## src/rtl/gtg_pkg.sv

```systemverilog
// Shared types, constants and the arctangent table of the go-to-goal controller.
`default_nettype none

package gtg_pkg;

  // Number of CORDIC rotation cells in the chain (8 to 24).
  localparam int CORDIC_STAGES = 16;
  localparam int TABLE_LEN     = 24;
  localparam int TAB_IDX_W     = $clog2(TABLE_LEN);

  // Field widths.
  localparam int POS_W    = 32;
  localparam int DIFF_W   = POS_W + 1;
  localparam int YAW_W    = 16;
  localparam int GAIN_W   = 16;
  localparam int LIM_W    = 15;
  localparam int FWD_W    = 15;
  localparam int TURN_W   = 16;
  localparam int CFG_IDX_W  = 8;
  localparam int CFG_DATA_W = 16;

  // Datapath widths: CORDIC vector, angle, heading error, distance.
  localparam int XY_W   = 36;
  localparam int Z_W    = 36;
  localparam int ERR_W  = 37;
  localparam int UX_W   = 35;
  localparam int DIST_W = 36;
  localparam int FPROD_W = GAIN_W + DIST_W;
  localparam int TPROD_W = ERR_W + GAIN_W + 1;
  localparam int FRND_W  = FPROD_W - 12;
  localparam int TRND_W  = TPROD_W - 26;

  // Angles in Q.30 radians, speeds in Q3.12.
  localparam logic signed [Z_W-1:0]   PI_Q30     = 36'sd3373259426;
  localparam logic signed [ERR_W-1:0] PI_ERR     = 37'sd3373259426;
  localparam logic signed [ERR_W-1:0] TWO_PI_ERR = 37'sd6746518852;
  localparam logic signed [ERR_W-1:0] THRESH_ERR = 37'sd322122547;
  localparam logic [FWD_W-1:0]        MIN_FWD    = 15'd410;
  localparam logic [31:0]             INV_GAIN   = 32'd2608131496;

  // atan(2^-i) in Q.30, truncated.
  localparam logic [29:0] ATAN_Q30 [TABLE_LEN] = '{
    30'h3243F6A8, 30'h1DAC6705, 30'h0FADBAFC, 30'h07F56EA6, 30'h03FEAB76, 30'h01FFD55B,
    30'h00FFFAAA, 30'h007FFF55, 30'h003FFFEA, 30'h001FFFFD, 30'h000FFFFF, 30'h0007FFFF,
    30'h0003FFFF, 30'h0001FFFF, 30'h0000FFFF, 30'h00007FFF, 30'h00003FFF, 30'h00001FFF,
    30'h00000FFF, 30'h000007FF, 30'h000003FF, 30'h000001FF, 30'h000000FF, 30'h0000007F
  };

  // Configuration register indexes.
  typedef enum logic [CFG_IDX_W-1:0] {
    CFG_GAIN_POSITION = 8'd0,
    CFG_GAIN_HEADING  = 8'd1,
    CFG_LIMIT_ANGULAR = 8'd2,
    CFG_LIMIT_LINEAR  = 8'd3
  } cfg_reg_e;

  // Values that ride alongside the vector through the chain.
  typedef struct packed {
    logic                    plan;
    logic                    zero;
    logic signed [YAW_W-1:0] yaw;
  } side_t;

  // One CORDIC cell's worth of state.
  typedef struct packed {
    logic signed [XY_W-1:0] x;
    logic signed [XY_W-1:0] y;
    logic signed [Z_W-1:0]  z;
    side_t                  side;
  } cordic_t;

  // Configuration register set.
  typedef struct packed {
    logic [GAIN_W-1:0] gain_position;
    logic [GAIN_W-1:0] gain_heading;
    logic [LIM_W-1:0]  limit_angular;
    logic [LIM_W-1:0]  limit_linear;
  } cfg_t;

  // One result item.
  typedef struct packed {
    logic [FWD_W-1:0]         forward_speed;
    logic signed [TURN_W-1:0] turn_speed;
    logic                     rotate_only;
    logic                     no_plan;
  } cmd_t;

endpackage

`default_nettype wire

```

## src/rtl/gtg_post.sv

```systemverilog
// Back end: distance scaling, heading error wrap, gains and speed limits.
`default_nettype none

module gtg_post (
  input  logic             clk_i,
  input  logic             rst_ni,
  input  logic             en_i,
  input  gtg_pkg::cfg_t    cfg_i,
  input  logic             valid_i,
  input  gtg_pkg::cordic_t data_i,
  output logic             valid_o,
  output gtg_pkg::cmd_t    cmd_o
);
  import gtg_pkg::*;

  // Stage valid bits.
  logic [3:0] valid_q;

  // Stage one: low partial product of the gain correction, raw heading error.
  logic [UX_W-1:0]         ux;
  logic signed [ERR_W-1:0] z_ext;
  logic signed [ERR_W-1:0] yaw_ext;
  logic [63:0]             lo_prod_q;
  logic [UX_W-33:0]        hi_q;
  logic signed [ERR_W-1:0] err_raw_q;
  logic                    plan1_q;

  // Stage two: distance and wrapped error.
  logic [DIST_W-1:0]       dist_q;
  logic signed [ERR_W-1:0] err_q;
  logic                    plan2_q;

  // Stage three: gain products and the rotate-only decision.
  logic [FPROD_W-1:0]        fprod_q;
  logic signed [TPROD_W-1:0] tprod_q;
  logic                      rot_q;
  logic                      plan3_q;

  // Stage four: rounding and clamping.
  logic [FRND_W-1:0]         frnd;
  logic signed [TRND_W-1:0]  trnd;
  logic signed [TRND_W-1:0]  tlim;
  logic [FRND_W-1:0]         fsel;
  logic signed [TRND_W-1:0]  tsel;
  cmd_t                      cmd_d;
  cmd_t                      cmd_q;

  always_comb begin
    ux      = (!data_i.x[XY_W-1] && (data_i.x != '0)) ? data_i.x[UX_W-1:0] : '0;
    z_ext   = data_i.side.zero ? '0 : ERR_W'(data_i.z);
    yaw_ext = $signed({{(ERR_W-YAW_W-17){data_i.side.yaw[YAW_W-1]}}, data_i.side.yaw, 17'd0});
  end

  // Round to nearest, floor the shift, then apply floor and limits.
  always_comb begin
    frnd = FRND_W'((fprod_q + FPROD_W'(2048)) >> 12);
    trnd = TRND_W'((tprod_q + TPROD_W'(33554432)) >>> 26);
    tlim = $signed({{(TRND_W-LIM_W){1'b0}}, cfg_i.limit_angular});

    fsel = (frnd < FRND_W'(MIN_FWD)) ? FRND_W'(MIN_FWD) : frnd;
    if (fsel > FRND_W'(cfg_i.limit_linear)) begin
      fsel = FRND_W'(cfg_i.limit_linear);
    end
    tsel = trnd;
    if (tsel > tlim) begin
      tsel = tlim;
    end
    if (tsel < -tlim) begin
      tsel = -tlim;
    end

    cmd_d.forward_speed = rot_q ? '0 : fsel[FWD_W-1:0];
    cmd_d.turn_speed    = tsel[TURN_W-1:0];
    cmd_d.rotate_only   = rot_q;
    cmd_d.no_plan       = 1'b0;
    if (!plan3_q) begin
      cmd_d = '0;
      cmd_d.no_plan = 1'b1;
    end
  end

  always_ff @(posedge clk_i or negedge rst_ni) begin
    if (!rst_ni) begin
      valid_q <= '0;
    end else if (en_i) begin
      valid_q <= {valid_q[2:0], valid_i};
    end
  end

  always_ff @(posedge clk_i) begin
    if (en_i) begin
      lo_prod_q <= ux[31:0] * INV_GAIN;
      hi_q      <= ux[UX_W-1:32];
      err_raw_q <= z_ext - yaw_ext;
      plan1_q   <= data_i.side.plan;

      dist_q  <= DIST_W'(lo_prod_q[63:32]) + DIST_W'(hi_q) * DIST_W'(INV_GAIN);
      if (err_raw_q > PI_ERR) begin
        err_q <= err_raw_q - TWO_PI_ERR;
      end else if (err_raw_q < -PI_ERR) begin
        err_q <= err_raw_q + TWO_PI_ERR;
      end else begin
        err_q <= err_raw_q;
      end
      plan2_q <= plan1_q;

      fprod_q <= FPROD_W'(cfg_i.gain_position) * FPROD_W'(dist_q);
      tprod_q <= TPROD_W'(err_q) * $signed({{(TPROD_W-GAIN_W){1'b0}}, cfg_i.gain_heading});
      rot_q   <= (err_q > THRESH_ERR) || (err_q < -THRESH_ERR);
      plan3_q <= plan2_q;

      cmd_q <= cmd_d;
    end
  end

  assign valid_o = valid_q[3];
  assign cmd_o   = cmd_q;

endmodule

`default_nettype wire
```

## config.mk

```make
export PLATFORM = sky130hd
export DESIGN_NAME = gtg_post
export DESIGN_NICKNAME = d
export VERILOG_FILES = /design/src/rtl/gtg_pkg.sv /design/src/rtl/gtg_post.sv
export SDC_FILE = /design/constraint.sdc
export NUM_CORES = 2
export LEC_CHECK = 0
export BUFFER_PORTS_ARGS = -buffer_cell sky130_fd_sc_hd__buf_2
export CAP_MARGIN = 20
export CORE_MARGIN = 2
export CORE_UTILIZATION = 35
export CTS_BUF_LIST = sky130_fd_sc_hd__clkbuf_8
export DETAILED_ROUTE_END_ITERATION = 12
export PLACE_DENSITY = 0.49
export SYNTH_ARGS = -nofsm -noshare
export SYNTH_HDL_FRONTEND = slang
export SYNTH_SLANG_ARGS = --single-unit
```

## constraint.sdc

```tcl
create_clock -name clk_i -period 6.5 [get_ports clk_i]
set_input_delay 0.65 -clock clk_i [delete_from_list [all_inputs] [get_ports clk_i]]
set_output_delay 0.65 -clock clk_i [all_outputs]
set_load 0.02 [all_outputs]
```

==> out/results.tsv <==
stage	metric	value	unit
critical_path	worstPathArrival	8.82	ns
drt	wl_per_cell	18.5	um
critical_path	cp.required	6.97	ns
cts	cts_buffer_depth	3	
cts	root_buffer	clkbuf_8	
drt	drc	0	
critical_path	slowest_delay	0.55	ns
critical_path	cpMaxStageDelayCell	fa_1	
outcome	violations	setup timing	
synth	syn_inst	7451	
cts	htree_levels	2	
timing	rsz0062_at_grt	true	
drt	via_per_inst	4.72	
timing	relSlewSlack	0.334	
final_layout	areaGrowthSynthToFinish	22.5	%
critical_path	crit_fanout	17	
final_layout	fillers	19600	
synth	ys_seq_elements	256	
timing	fin_crit	8.35	ns
cts	clkLatencyLatePin	0.72	ns
global_route	antenna_found_initial	14	
synth	seq_area_frac_synth	0.109	
final_layout	final_common_cell	inv_1	
flow_run	maxCapViolations	0	
synth	yosysWarningCount	0	
synth	synthArstFlopShare	0.0156	
cts	cts_made_buffers	49	
final_layout	final_nets	10900	
final_layout	final_cell_mix	1762 x inv_1, 1438 x fa_1, 894 x nand2_1	
global_route	grt_max_degree	99	
timing	setup_viol	67	
worst_hold_path	worstHoldPathType	in2reg	
timing	fin_crit_sh	1.29	
timing	slew_viol_final	0	
die	dieArea	0.205	mm2
critical_path	end_kind	flip-flop	
drt	num_vias	52600	
global_route	grt_pass1_wl	329000	um
critical_path	startpoint_type	primary input	
timing	finalWorstSetupSlack	-1.85	ns
cts	cts.sinks	256	
timing	max_freq	0.120	GHz
die	io_pins	226	
synth	syn-num-nets	9858	
die	die_x	453	um
critical_path	critPathMostFrequentCell	fa_1	
placed_design	gp_congestion	0.910	
final_layout	drive_gt1_frac	0.211	
drt	drt-initial-drc-count	2412	
timing	worstMarginPinSlew	0.999	ns
cts	clk_pin_slew	0.06	ns
synth	synth_edf_count	252	
final_layout	fin_area	0.0865	mm2
synth	ys_dominant_reg_cell	edfxtp_1	
cts	cts_tree	yes	
critical_path	critical_path_class	in2reg	
synth	syn_area	0.0706	mm2
timing	finalHoldViolations	0	
die	fp.coreArea	0.200	mm2
die	rows	164	
critical_path	path_delay_family	adder cells	
synth	syn_avg_cell_area	9.47	um2
placed_design	placement.io_buffers	189	
drt	routed_wl	206000	um
outcome	status	finished, violations left	
global_route	grt_pass1_vias	58100	
die	die_h	453	um
global_route	grt_use_total	0.204	
timing	clock_skew	0.0304	ns
synth	yosysUniqueCellTypes	84	
drt	ant_nets	0	
global_route	overflow	0	
critical_path	path_buf_inv	10	
placed_design	placed_cell_area	0.0823	mm2
drt	firstDrtPassIters	5	
die	start_util	0.353	
placed_design	dp_hpwl	177000	um
[metal layers]
metal  global-route usage  wire length [um]
met2                0.350             99700
met1                0.282             94600
met4               0.0373              3930
met5                    0                76
met3               0.0186              7350
[synthesized netlist by cell type (6+ instances only)]
cell,number,area [um2]
a211o_1,11,96.3
a211oi_1,29,218
a21boi_0,7,52.6
a21o_1,90,676
a21oi_1,161,806
a221oi_1,6,52.6
a311o_1,7,70.1
a311oi_1,6,52.6
a31o_2,9,78.8
a31oi_1,22,138
a41o_1,9,90.1
and2_1,416,2600
and3_1,33,206
and4_1,10,87.6
buf_1,6,22.5
clkbuf_1,275,1030
edfxtp_1,252,7570
fa_1,1491,29800
ha_1,724,9060
inv_1,1823,6840
mux2_2,26,293
mux2i_1,6,60.1
nand2_1,956,3590
nand2b_1,26,163
nand3_1,64,320
nand4_1,43,269
nor2_1,193,724
nor2b_1,67,419
nor3_1,66,330
nor4_1,33,206
o211ai_1,10,75.1
o21a_1,39,293
o21ai_0,112,561
o21bai_1,20,150
o22ai_1,7,43.8
o31a_1,7,61.3
o31ai_1,9,67.6
o41ai_1,9,78.8
or2_2,14,87.6
or3_1,10,62.6
or3b_2,7,61.3
xnor2_1,163,1430
xor2_1,80,701
[through the flow]
step / utilization / cells / hold WS [ns] / setup TNS (ns) / worst slack [ns]
floorplan: - / 7451 / 0.354 / -42.66 / -1.80
global placement: 0.411 / 10900 / 0.405 / -121.62 / -2.74
detailed placement: 0.411 / 10900 / 0.411 / -125.52 / -2.80
CTS: 0.425 / 11100 / 0.0127 / -49.78 / -1.74
global route: 0.432 / 11100 / 0.0656 / -68.14 / -2.01
finish: 0.432 / 11100 / 0.109 / -52.51 / -1.85
[cells by family (layout without fill, tap and decap cells)]
logic type                 count (synthesis)  count (layout)  synth area share
and+or+nand+nor                         1963            1963             0.133
other                                      0               3                 0
xor gates and xnor gates                 243             243            0.0302
muxes                                     32              32           0.00500
buffers and inverters                   2110            3137             0.112
DFF                                      256             256             0.109
AOI/OAI and AO/OA                        632             632            0.0600
adders and majority gates               2215            2215             0.551
[repair_timing]
action,4_1_cts,5_1_grt
resized for setup,258,231
setup buffers,91,73
setup endpoints to repair,75,99
pin swaps,252,198
hold endpoints to repair,4,0
hold buffers,1,0
cloned,1,3
[cell type report]
class,count,area [um2],area share
well taps,2656,3320,0.0384
diodes,3,7.51,0.0000868
clock buffers,50,688,0.00796
multi-input cells,5085,57600,0.666
flip-flops and latches,256,7670,0.0887
repair buffers,1230,10100,0.117
inverters,1823,6890,0.0797
clock inverters,34,209,0.00242
[worst reg2reg max path, delay by kind of cell, from the launching register on]
kind                     cells  cell delay [ns]
AO/OA/AOI/OAI                8             1.38
XOR/XNOR                     1             0.17
adder cells (fa/ha/maj)      7             3.38
buffers and inverters        9             1.05
flip-flops                   1             0.37
AND/OR/NAND/NOR              3             0.29
[flip-flops by register name, indices dropped and copies added, names as in the netlist]
| name | cells |
|---|---|
| plan1_q | 1 |
| tprod_q | 29 |
| cmd_o | 33 |
| plan2_q | 1 |
| err_q | 37 |
| hi_q | 3 |
| plan3_q | 1 |
| fprod_q | 41 |
| valid_q | 4 |
| lo_prod_q | 32 |
| err_raw_q | 37 |
| dist_q | 36 |
| rot_q | 1 |
[path summary, 6_finish.rpt]
| kind | start | to | slack, ns | depth (start not counted) |
|---|---|---|---|---|
| min in group asynchronous | rst_ni | valid_q[2]$_DFFE_PN0P_ | 0.26 | 2 |
| max in group asynchronous | rst_ni | valid_q[0]$_DFFE_PN0P_ | 6.11 | 2 |
| worst max register to register | err_q[9]$_DFFE_PP_ | tprod_q[30]$_DFFE_PP_ | -0.41 | 28 |
| worst min-delay path | data_i[17] | plan1_q$_DFFE_PP_ | 0.11 | 1 |
| worst min register to register | plan2_q$_DFFE_PP_ | plan3_q$_DFFE_PP_ | 0.42 | 0 |
| worst max-delay path | data_i[123] | lo_prod_q[62]$_DFFE_PP_ | -1.85 | 35 |
Power is left out: the tool's default activity adds up to more than one toggle a clock period on the data nets, which glitch-free logic cannot reach.
